`src/hdl/gws_pkg.sv`:
```
`timescale 1ns / 1ps
// ---------------------------------------------------------------------------
// Grid word search package
// Field widths, command codes and defaults shared by the grid word search.
// ---------------------------------------------------------------------------
package gws_pkg;

  // Default grid edge length
  localparam int GRID_SIZE_DEF = 8;

  // Payload field widths
  localparam int CMD_W  = 1;
  localparam int IDX_W  = 3;
  localparam int CHAR_W = 8;
  localparam int POS_W  = 4;

  // Command codes
  localparam logic [CMD_W-1:0] CMD_WRITE = 1'b0;
  localparam logic [CMD_W-1:0] CMD_QUERY = 1'b1;

  // Position reported when nothing matches
  localparam logic signed [POS_W-1:0] NO_POS = -4'sd1;

endpackage

```
`src/hdl/gws_in_if.sv`:
```
`timescale 1ns / 1ps
// ---------------------------------------------------------------------------
// Grid word search input channel
// Valid/ready channel carrying one cell write or one pattern query.
// ---------------------------------------------------------------------------
interface gws_in_if import gws_pkg::*; ();
  logic              valid;
  logic              ready;
  logic [CMD_W-1:0]  cmd;
  logic [IDX_W-1:0]  cell_row;
  logic [IDX_W-1:0]  cell_col;
  logic [CHAR_W-1:0] cell_char;
  logic [CHAR_W-1:0] pattern_first;
  logic [CHAR_W-1:0] pattern_second;
  logic [CHAR_W-1:0] pattern_third;

  modport source (
    output valid, cmd, cell_row, cell_col, cell_char,
           pattern_first, pattern_second, pattern_third,
    input  ready
  );
  modport sink (
    input  valid, cmd, cell_row, cell_col, cell_char,
           pattern_first, pattern_second, pattern_third,
    output ready
  );
endinterface

```
`src/hdl/gws_out_if.sv`:
```
`timescale 1ns / 1ps
// ---------------------------------------------------------------------------
// Grid word search result channel
// Valid/ready channel carrying the outcome of one pattern query.
// ---------------------------------------------------------------------------
interface gws_out_if import gws_pkg::*; ();
  logic                    valid;
  logic                    ready;
  logic                    found;
  logic signed [POS_W-1:0] match_row;
  logic signed [POS_W-1:0] match_col;

  modport source (
    output valid, found, match_row, match_col,
    input  ready
  );
  modport sink (
    input  valid, found, match_row, match_col,
    output ready
  );
endinterface

```
`src/hdl/grid_word_search_four_way_unit.sv`:
```
// Cell writes are accepted while idle; writes may follow back to back.
// A query streams every grid cell out of the letter memory, one read per cycle, and
// delivers its result once the scan has passed through the read and evaluation registers;
// the next transaction is accepted only after that result is loaded into the output
// register, which waits for the previous result to be taken, so queries never overlap on the single memory read port.
// Reset clears the control state only; the letter memory holds whatever it held until written.
`timescale 1ns / 1ps
// ---------------------------------------------------------------------------
// Grid word search, four directions
// Stores a byte grid and finds the last row-major position where a
// three-character pattern runs right, left, down or up.
// ---------------------------------------------------------------------------
module grid_word_search_four_way_unit import gws_pkg::*; #(
  parameter int GRID_SIZE = GRID_SIZE_DEF
) (
  input  logic         clk,
  input  logic         rst_n,
  gws_in_if.sink       in_chan,
  gws_out_if.source    out_chan
);

  localparam int DEPTH = GRID_SIZE * GRID_SIZE;
  localparam int AW    = $clog2(DEPTH);
  localparam int SPAN  = 2 * GRID_SIZE;
  localparam int WLEN  = 4 * GRID_SIZE + 1;
  localparam int LAST  = DEPTH + SPAN - 1;
  localparam int CW    = $clog2(LAST + 1);
  localparam int RW    = $clog2(GRID_SIZE);

  typedef enum logic [1:0] {
    ST_IDLE,
    ST_SCAN,
    ST_DRAIN,
    ST_HOLD
  } state_t;

  state_t state_r;

  logic              in_acc;
  logic              q_start;
  logic              wr_en;
  logic [AW-1:0]     wr_addr;
  logic [AW-1:0]     rd_addr;
  logic [CHAR_W-1:0] mem [0:DEPTH-1];
  logic [CHAR_W-1:0] rdata_r;

  logic [CHAR_W-1:0] pat0_r, pat1_r, pat2_r;
  logic [CW-1:0]     iss_r;
  logic              s1_r;
  logic [CW-1:0]     s1_idx_r;
  logic              ev_r;
  logic              ev_last_r;
  logic [RW-1:0]     ev_row_r, ev_col_r;
  logic [2:0]        win_r [0:WLEN-1];

  logic              match;
  logic              hit_r, hit_nxt;
  logic [RW-1:0]     hit_row_r, hit_row_nxt, hit_col_r, hit_col_nxt;
  logic              out_free;
  logic              load_out;

  logic                    out_valid_r;
  logic                    found_r;
  logic signed [POS_W-1:0] row_r, col_r;

  // Handshake and cell write decode
  assign in_chan.ready = (state_r == ST_IDLE);
  assign in_acc        = in_chan.valid && in_chan.ready;
  assign q_start       = in_acc && (in_chan.cmd == CMD_QUERY);
  assign wr_en   = in_acc && (in_chan.cmd == CMD_WRITE)
                   && (int'(in_chan.cell_row) < GRID_SIZE)
                   && (int'(in_chan.cell_col) < GRID_SIZE);
  assign wr_addr = AW'(int'(in_chan.cell_row) * GRID_SIZE + int'(in_chan.cell_col));
  assign rd_addr = (int'(iss_r) < DEPTH) ? iss_r[AW-1:0] : '0;

  // Letter memory: one write port, one registered read port
  always_ff @(posedge clk) begin
    if (wr_en) begin
      mem[wr_addr] <= in_chan.cell_char;
    end
    rdata_r <= mem[rd_addr];
  end

  // Shift compare flags of the streamed cells through the window
  always_ff @(posedge clk) begin
    if (s1_r) begin
      win_r[0] <= {rdata_r == pat2_r, rdata_r == pat1_r, rdata_r == pat0_r};
      for (int i = 1; i < WLEN; i++) begin
        win_r[i] <= win_r[i-1];
      end
    end
  end

  // Test the four runs around the window center
  always_comb begin
    logic right_hit, left_hit, down_hit, up_hit;
    right_hit = win_r[SPAN][0] && win_r[SPAN-1][1] && win_r[SPAN-2][2]
                && (ev_col_r <= RW'(GRID_SIZE - 3));
    left_hit  = win_r[SPAN][0] && win_r[SPAN+1][1] && win_r[SPAN+2][2]
                && (ev_col_r >= RW'(2));
    down_hit  = win_r[SPAN][0] && win_r[SPAN-GRID_SIZE][1] && win_r[0][2]
                && (ev_row_r <= RW'(GRID_SIZE - 3));
    up_hit    = win_r[SPAN][0] && win_r[SPAN+GRID_SIZE][1] && win_r[WLEN-1][2]
                && (ev_row_r >= RW'(2));
    match = right_hit || left_hit || down_hit || up_hit;
  end

  // Clear on a new query, else keep the last matching position
  always_comb begin
    hit_nxt     = hit_r;
    hit_row_nxt = hit_row_r;
    hit_col_nxt = hit_col_r;
    if (q_start) begin
      hit_nxt     = 1'b0;
      hit_row_nxt = '0;
      hit_col_nxt = '0;
    end else if (ev_r && match) begin
      hit_nxt     = 1'b1;
      hit_row_nxt = ev_row_r;
      hit_col_nxt = ev_col_r;
    end
  end

  assign out_free = !out_valid_r || out_chan.ready;
  assign load_out = ((state_r == ST_DRAIN && ev_last_r) || state_r == ST_HOLD) && out_free;

  // Sequencer: issue reads, track positions, deliver the result
  always_ff @(posedge clk) begin
    if (!rst_n) begin
      state_r     <= ST_IDLE;
      iss_r       <= '0;
      s1_r        <= 1'b0;
      s1_idx_r    <= '0;
      ev_r        <= 1'b0;
      ev_last_r   <= 1'b0;
      ev_row_r    <= '0;
      ev_col_r    <= '0;
      hit_r       <= 1'b0;
      hit_row_r   <= '0;
      hit_col_r   <= '0;
      out_valid_r <= 1'b0;
      found_r     <= 1'b0;
      row_r       <= NO_POS;
      col_r       <= NO_POS;
    end else begin
      // Pipeline valids behind the memory read
      s1_r      <= (state_r == ST_SCAN);
      s1_idx_r  <= iss_r;
      ev_r      <= s1_r && (int'(s1_idx_r) >= SPAN);
      ev_last_r <= s1_r && (int'(s1_idx_r) == LAST);

      hit_r     <= hit_nxt;
      hit_row_r <= hit_row_nxt;
      hit_col_r <= hit_col_nxt;

      // Restart or advance the evaluated position in row-major order
      if (q_start) begin
        ev_row_r <= '0;
        ev_col_r <= '0;
      end else if (ev_r) begin
        if (ev_col_r == RW'(GRID_SIZE - 1)) begin
          ev_col_r <= '0;
          ev_row_r <= ev_row_r + RW'(1);
        end else begin
          ev_col_r <= ev_col_r + RW'(1);
        end
      end

      // Load a new result, or drop the old one once the transaction completes
      if (load_out) begin
        out_valid_r <= 1'b1;
        found_r     <= hit_nxt;
        row_r       <= hit_nxt ? POS_W'(hit_row_nxt) : NO_POS;
        col_r       <= hit_nxt ? POS_W'(hit_col_nxt) : NO_POS;
      end else if (out_valid_r && out_chan.ready) begin
        out_valid_r <= 1'b0;
      end

      case (state_r)
        ST_IDLE: begin
          if (q_start) begin
            pat0_r    <= in_chan.pattern_first;
            pat1_r    <= in_chan.pattern_second;
            pat2_r    <= in_chan.pattern_third;
            iss_r     <= '0;
            state_r   <= ST_SCAN;
          end
        end
        ST_SCAN: begin
          iss_r <= iss_r + CW'(1);
          if (int'(iss_r) == LAST) begin
            state_r <= ST_DRAIN;
          end
        end
        ST_DRAIN: begin
          if (ev_last_r) begin
            state_r <= out_free ? ST_IDLE : ST_HOLD;
          end
        end
        ST_HOLD: begin
          if (out_free) begin
            state_r <= ST_IDLE;
          end
        end
        default: begin
          state_r <= ST_IDLE;
        end
      endcase
    end
  end

  assign out_chan.valid     = out_valid_r;
  assign out_chan.found     = found_r;
  assign out_chan.match_row = row_r;
  assign out_chan.match_col = col_r;

endmodule

```
`src/flat_wrapper.sv`:
```
// flat-port wrapper written by rule: the top's interface ports become plain ports
module grid_word_search_four_way_unit_flat import gws_pkg::*;
#(
  parameter int GRID_SIZE = GRID_SIZE_DEF
)
  (clk, rst_n, in_chan_valid, in_chan_cmd, in_chan_cell_row, in_chan_cell_col, in_chan_cell_char, in_chan_pattern_first, in_chan_pattern_second, in_chan_pattern_third, in_chan_ready, out_chan_valid, out_chan_found, out_chan_match_row, out_chan_match_col, out_chan_ready);
  gws_in_if in_chan_i ();
  gws_out_if out_chan_i ();
  input  logic clk;
  input  logic rst_n;
  input wire logic [$bits(in_chan_i.valid)-1:0] in_chan_valid;
  input wire logic [$bits(in_chan_i.cmd)-1:0] in_chan_cmd;
  input wire logic [$bits(in_chan_i.cell_row)-1:0] in_chan_cell_row;
  input wire logic [$bits(in_chan_i.cell_col)-1:0] in_chan_cell_col;
  input wire logic [$bits(in_chan_i.cell_char)-1:0] in_chan_cell_char;
  input wire logic [$bits(in_chan_i.pattern_first)-1:0] in_chan_pattern_first;
  input wire logic [$bits(in_chan_i.pattern_second)-1:0] in_chan_pattern_second;
  input wire logic [$bits(in_chan_i.pattern_third)-1:0] in_chan_pattern_third;
  output wire logic [$bits(in_chan_i.ready)-1:0] in_chan_ready;
  output wire logic [$bits(out_chan_i.valid)-1:0] out_chan_valid;
  output wire logic [$bits(out_chan_i.found)-1:0] out_chan_found;
  output wire logic [$bits(out_chan_i.match_row)-1:0] out_chan_match_row;
  output wire logic [$bits(out_chan_i.match_col)-1:0] out_chan_match_col;
  input wire logic [$bits(out_chan_i.ready)-1:0] out_chan_ready;
  assign in_chan_i.valid = in_chan_valid;
  assign in_chan_i.cmd = in_chan_cmd;
  assign in_chan_i.cell_row = in_chan_cell_row;
  assign in_chan_i.cell_col = in_chan_cell_col;
  assign in_chan_i.cell_char = in_chan_cell_char;
  assign in_chan_i.pattern_first = in_chan_pattern_first;
  assign in_chan_i.pattern_second = in_chan_pattern_second;
  assign in_chan_i.pattern_third = in_chan_pattern_third;
  assign in_chan_ready = in_chan_i.ready;
  assign out_chan_valid = out_chan_i.valid;
  assign out_chan_found = out_chan_i.found;
  assign out_chan_match_row = out_chan_i.match_row;
  assign out_chan_match_col = out_chan_i.match_col;
  assign out_chan_i.ready = out_chan_ready;
  grid_word_search_four_way_unit #(.GRID_SIZE(GRID_SIZE)) u_core (.clk(clk), .rst_n(rst_n), .in_chan(in_chan_i), .out_chan(out_chan_i));
endmodule
```
`config.mk`:
```
export PLATFORM = sky130hd
export DESIGN_NAME = grid_word_search_four_way_unit_flat
export DESIGN_NICKNAME = d
export VERILOG_FILES = /design/src/hdl/gws_pkg.sv /design/src/hdl/gws_in_if.sv /design/src/hdl/gws_out_if.sv /design/src/hdl/grid_word_search_four_way_unit.sv /design/src/flat_wrapper.sv
export SDC_FILE = /design/constraint.sdc
export NUM_CORES = 1
export LEC_CHECK = 0
export BUFFER_PORTS_ARGS = -buffer_cell sky130_fd_sc_hd__buf_4
export CORE_MARGIN = 2
export CORE_UTILIZATION = 58
export DETAILED_ROUTE_END_ITERATION = 10
export GPL_ROUTABILITY_DRIVEN = 1
export HOLD_SLACK_MARGIN = 0.03
export PLACE_DENSITY = 0.75
export SKIP_CTS_REPAIR_TIMING = 1
export SLEW_MARGIN = 20
export SYNTH_ARGS = -nofsm -noshare
export SYNTH_HDL_FRONTEND = slang
export SYNTH_SLANG_ARGS = --single-unit
```
`constraint.sdc`:
```
create_clock -name clk -period 4.8 [get_ports clk]
set_input_delay 0.24 -clock clk [delete_from_list [all_inputs] [get_ports clk]]
set_output_delay 0.24 -clock clk [all_outputs]
set_load 0.05 [all_outputs]
```
==> flow_summary.toml, run 1 <==
[worst_setup_path]
r2r-start = "u_core.iss_r[0]"
reg2regPathDepth = 7
setup.worst_path.start_class = "flop"
crit_end = "u_core.rdata_r[7]"
worstSetupPathType = "reg -> reg"
r2r_slack_ns = 1.49
max_stage_delay_ns = 0.88
crit_cells = 7
cp_top_family = "compound AO/OA/AOI/OAI gates"
critPathBufInv = 1
path_cells = "buf_12 -> nor2_2 -> a221oi_1 -> a21oi_1 -> a2111oi_0 -> o21ai_0 -> nand4_1"
cp_max_fo = 72
worstPathArrival_ns = 3.83
slowest_stage = "dfxtp_4"
r2r_end = "u_core.rdata_r[7]"
cp-startpoint = "u_core.iss_r[0]"
cp-end-kind = "flop"
crit_required_ns = 5.32

[die]
row_count = 76
initial_utilization_pct = 59.0
dieArea_um2 = 45800
die_w_um = 214
die_h_um = 214
ioPinCount = 54
core_um2 = 43400

[global_routing]
grt_max_degree = 78
antenna_found_initial = 1
grt_pass1_vias = 13843
track_usage_pct = 25.1
grt_first_pass_wirelength_mm = 86.1
gr-total-overflow = 0

[drt]
ant_nets = 0
route.detailed.drc = 0
firstDrtPassIters = 6
vias = 14528
viasPerCell = 6.37
drt_wl_total_mm = 58.1
drt_iter0_markers = 1683
wire_per_inst_um = 25.5

[logic_synthesis]
yosys_warnings = 0
syn_avg_cell_area_um2 = 16.2
synth_flop_cell = "edfxtp_1"
ys_seq_area_share_pct = 75.5
synth_top_area_share_pct = 71.7
ys_ff_latch = 660
ys_async_sr_fraction_pct = 0
yosysTopAreaCell = "edfxtp_1"
syn_nets = 1626
yosysUniqueCellTypes = 71
synth_edf_count = 611
synth_area_leaders = "edfxtp_1, mux2i_1, dfxtp_1"
synthCells = 1577
netlist_area_um2 = 25600

[clock_network]
clock_path_buffers = 3
clkSinkCount = 660
cts_tree = "done"
cts.clk_slew.worst_paths_ns = 0.06
cts_inserted_buffers = 67
root_buffer = "clkbuf_16"
htreeDepth = 3
clk_latency_ns = 0.60

[timing]
rsz0062_at_grt = "no"
fmax_mhz = 302
drv_slew = 0
setup_viol = 0
setup_slack_ns = 1.49
finalCriticalPeriod_ns = 3.31
tns_ns = 0
finalCritPeriodShare_pct = 68.9
hold_viol_final = 0
skew_ns = 0.0188
maxSlewHeadroom_pct = 32.1
worst_slew_pin_slew_ns = 1.01

[hold_path]
hold_class = "in -> reg"

[placement]
place_congestion = 0.963
dp_worst_setup_slack_ns = 1.55
place_area_um2 = 26300
dp_cells = 2135
portBuffers = 53
dp_hpwl_mm = 34.0

[pwr]
peakVddDrop_mv = 0.437
p_leak_uw = 0.00887
p_per_area_nw_per_um2 = 416

[finish]
drive_gt1_share_pct = 13.1
fin_nets = 1694
stdcell_count = 2280
utilization_pct = 66.3
fin_area_um2 = 28800
diodes = 0
syn2layout_area_growth_pct = 12.4

[outcome]
status = "completed"

[job]
maxCapViolCount = 0
## worst min path at each step
stage / startpoint / slack, ns / cells past startpoint / endpoint
2_1_floorplan: in_chan_cell_char[0] / 0.34 / 0 / u_core.mem[0][0]
3_3_place_gp: u_core.win_r[0][53] / 0.40 / 0 / u_core.win_r[0][56]
3_5_place_dp: u_core.win_r[0][29] / 0.40 / 0 / u_core.win_r[0][32]
4_1_cts: in_chan_pattern_second[7] / -0.22 / 1 / u_core.pat1_r[7]
5_1_grt: in_chan_valid / 0.25 / 5 / u_core.state_r[0]
6_report: in_chan_valid / 0.23 / 5 / u_core.state_r[0]
## registers in the layout, summed over array words and instances, names as in the netlist, 7 cells and up
name and cells:
u_core.s1_idx_r 7, u_core.pat2_r 8, u_core.mem 512, u_core.pat1_r 8
u_core.win_r 75, u_core.rdata_r 8, u_core.iss_r 7, u_core.pat0_r 8
## where the power goes
| part | switching (uW) | leakage (uW) | internal, uW | total, uW |
|---|---|---|---|---|
| logic | 282 | 0.00189 | 149 | 431 |
| clock network | 2100 | 0.00107 | 3060 | 5160 |
| registers | 48.7 | 0.00591 | 6320 | 6370 |
| total | 2430 | 0.00887 | 9530 | 12000 |
## synthesized netlist by cell type (6+ instances only)
cell / n
nor2_1: 120
o21a_1: 8
edfxtp_1: 611
o21ai_0: 34
o22ai_1: 22
buf_2: 29
mux2i_1: 134
and2_1: 13
buf_6: 14
a22oi_1: 31
xnor2_1: 26
a211oi_1: 15
and3_1: 18
nor4_1: 8
a221oi_1: 51
a21oi_1: 78
o221ai_1: 23
nand4_1: 16
dfxtp_1: 49
o21ai_1: 11
nor2b_1: 15
nand2_1: 68
buf_4: 12
nor4b_1: 7
clkbuf_1: 30
mux2_2: 33
nand3_1: 11
a2111oi_0: 6
inv_1: 6
nand2b_1: 7
ha_1: 6
## per-stage QoR
stage                     total power (uW)  hold slack (ns)
after floorplan                       6710            0.339
after detailed placement              6890            0.405
after CTS                            12000           -0.216
final                                12000            0.226
after global placement                6880            0.402
after global routing                 12300            0.248
## logic make-up after synthesis
family          share of synthesized area, %
xor+xnor                               0.890
flops                                   75.5
simple gates                            5.97
buf+inv                                 2.21
compound gates                          8.34
fa+ha+maj                              0.293
mux                                     6.78
## cells in the final DEF (no fill, tap or decap), types with 7 or more instances in the layout
| cell type | netlist | layout |
|---|---|---|
| a211oi_1 | 15 | 15 |
| a21oi_1 | 78 | 78 |
| a221oi_1 | 51 | 51 |
| a22oi_1 | 31 | 31 |
| and2_1 | 13 | 13 |
| and3_1 | 18 | 18 |
| buf_4 | 12 | 62 |
| clkbuf_1 | 30 | 14 |
| clkbuf_16 | 0 | 70 |
| clkinv_1 | 0 | 9 |
| clkinv_2 | 0 | 10 |
| dfxtp_1 | 49 | 44 |
| dlygate4sd3_1 | 0 | 26 |
| edfxtp_1 | 611 | 611 |
| mux2_2 | 33 | 33 |
| mux2i_1 | 134 | 134 |
| nand2_1 | 68 | 68 |
| nand2b_1 | 7 | 7 |
| nand3_1 | 11 | 11 |
| nand4_1 | 16 | 16 |
| nor2_1 | 120 | 118 |
| nor2b_1 | 15 | 14 |
| nor4_1 | 8 | 8 |
| nor4b_1 | 7 | 7 |
| o21a_1 | 8 | 8 |
| o21ai_0 | 34 | 34 |
| o21ai_1 | 11 | 11 |
| o221ai_1 | 23 | 23 |
| o22ai_1 | 22 | 22 |
| xnor2_1 | 26 | 26 |
## cell type report
type	instances	area, um2
Sequential cell	660	19300
Fill cell	2964	14600
Multi-Input combinational cell	819	5710
Clock buffer	88	1860
Timing Repair Buffer	89	746
Tap cell	585	732
Clock inverter	31	337
Inverter	8	30.0
## tightest hold or removal path: stages
cell and delay, ns:
buf_4 0.13, and3_1 0.17, nor2_1 0.07, or3_1 0.10, a21oi_1 0.06
## layer usage
layer  vias to the layer above  track usage, %  routed length [um]
met3                       142            5.32                5720
met5                         -               0                   0
li1                       6346               -                   -
met4                         0            9.91                2050
met1                      7206            35.1               22700
met2                       834            39.1               27700
No activity file was read; power rests on OpenSTA's default activity.
==> inputs of run 2 (changes only) <==
- CORE_UTILIZATION: 58 -> 56
- clock period: 4.8 -> 2.9 ns (I/O delays scaled with it)
==> flow_summary.toml, run 2 (synthesized netlist as in run 1, its figures left out) <==
[clock_network]
htreeDepth = 3
clkSinkCount = 660
cts_inserted_buffers = 66
cts_tree = "done"
clock_path_buffers = 3
clk_latency_ns = 0.61
root_buffer = "clkbuf_16"
cts.clk_slew.worst_paths_ns = 0.06

[timing]
rsz0062_at_grt = "no"
maxSlewHeadroom_pct = 42.1
skew_ns = 0.0229
finalCritPeriodShare_pct = 93.8
finalCriticalPeriod_ns = 2.72
setup_slack_ns = 0.181
setup_viol = 0
fmax_mhz = 368
drv_slew = 0
worst_slew_pin_slew_ns = 0.868
hold_viol_final = 0
tns_ns = 0

[drt]
drt_iter0_markers = 1784
route.detailed.drc = 0
ant_nets = 0
vias = 14932
wire_per_inst_um = 24.7
firstDrtPassIters = 6
drt_wl_total_mm = 59.0
viasPerCell = 6.26

[finish]
syn2layout_area_growth_pct = 15.2
stdcell_count = 2387
utilization_pct = 65.1
top_regs = "u_core.mem (512), u_core.win_r (75)"
diodes = 0
drive_gt1_share_pct = 17.3
regMostFlops = "u_core.mem"
fin_nets = 1788
largest_register_ffs = 512
final_common_cell = "edfxtp_1"
final_cell_mix = "edfxtp_1, buf_4, mux2i_1"

[global_routing]
grt_first_pass_wirelength_mm = 87.4
gr-total-overflow = 0
antenna_found_initial = 0
grt_max_degree = 65
track_usage_pct = 24.9
grt_pass1_vias = 14430

[worst_setup_path]
r2r_slack_ns = 0.18
r2r-start = "u_core.iss_r[0]"
crit_required_ns = 3.34
slowest_stage = "dfxtp_4"
cp_max_fo = 36
worstSetupPathType = "reg -> reg"
worstPathArrival_ns = 3.16
cp-end-kind = "flop"
path_cells = "buf_12 -> mux2_2 -> a22oi_1 -> a21oi_1 -> o21ai_0 -> nand4_1"
reg2regPathDepth = 6
setup.worst_path.start_class = "flop"
crit_end = "u_core.rdata_r[3]"
max_stage_delay_ns = 0.73
r2r_end = "u_core.rdata_r[3]"
cp-startpoint = "u_core.iss_r[0]"

[hold_path]
whs_path_depth = 5
hold_class = "in -> reg"

[die]
core_um2 = 45300
ioPinCount = 54
die_w_um = 218
initial_utilization_pct = 56.5
dieArea_um2 = 47400
row_count = 78
die_h_um = 218

[placement]
dp_worst_setup_slack_ns = 0.292
dp_cells = 2245
dp_hpwl_mm = 35.4
place_congestion = 0.841
portBuffers = 53

[pwr]
power.total_uw = 19800
peakVddDrop_mv = 0.730
p_leak_uw = 0.00936
p_per_area_nw_per_um2 = 672

[outcome]
status = "completed"

[job]
maxCapViolCount = 0
[run 2: changes by cell type in the layout (fill, tap and decap cells not counted), sizes merged]
cell,change
buf,+95
clkbuf,-4
bufinv,+2
clkinvlp,-2
inv,+1
[run 2: power breakdown]
group          internal [uW]  switching (uW)
Clock                   5050            3520
Combinational            263             476
Sequential             10500            67.9
[run 2: worst max-delay path, delay by kind of cell, from the launching register on]
kind	cells	cell delay (ns)
compound gates	3	0.96
buf+inv	1	0.29
flops	1	0.73
mux	1	0.36
simple gates	1	0.17
[run 2: metal layers]
metal | wire length [um] | track usage, % | part of all wire (%)
met5 | 0 | 0 | 0
met4 | 2150 | 9.23 | 3.6
met3 | 5160 | 5.17 | 8.7
met2 | 28100 | 39.6 | 48
met1 | 23500 | 34.2 | 40
[run 2: layout make-up]
class	instances	area [um2]
Clock buffer	84	1760
Clock inverter	32	433
Fill cell	3031	15800
Inverter	8	30.0
Multi-Input combinational cell	819	5710
Sequential cell	660	19300
Tap cell	600	751
Timing Repair Buffer	184	1470
[run 2: worst min-delay path by stage]
| stage | start | endpoint | slack, ns |
|---|---|---|---|
| floorplan | in_chan_cell_char[0] | u_core.mem[0][0] | 0.24 |
| global placement | in_chan_pattern_second[1] | u_core.pat1_r[1] | 0.32 |
| detailed placement | in_chan_pattern_third[4] | u_core.pat2_r[4] | 0.32 |
| CTS | in_chan_pattern_second[7] | u_core.pat1_r[7] | -0.32 |
| global route | in_chan_cell_char[4] | u_core.mem[5][4] | 0.14 |
| finish | in_chan_valid | u_core.state_r[0] | 0.12 |
[run 2: through the flow]
| stage | area [um2] | hold WS, ns |
|---|---|---|
| floorplan | 25600 | 0.244 |
| finish | 29500 | 0.123 |
| CTS | 29200 | -0.315 |
| detailed placement | 27000 | 0.325 |
| global placement | 27000 | 0.324 |
| global route | 29500 | 0.137 |
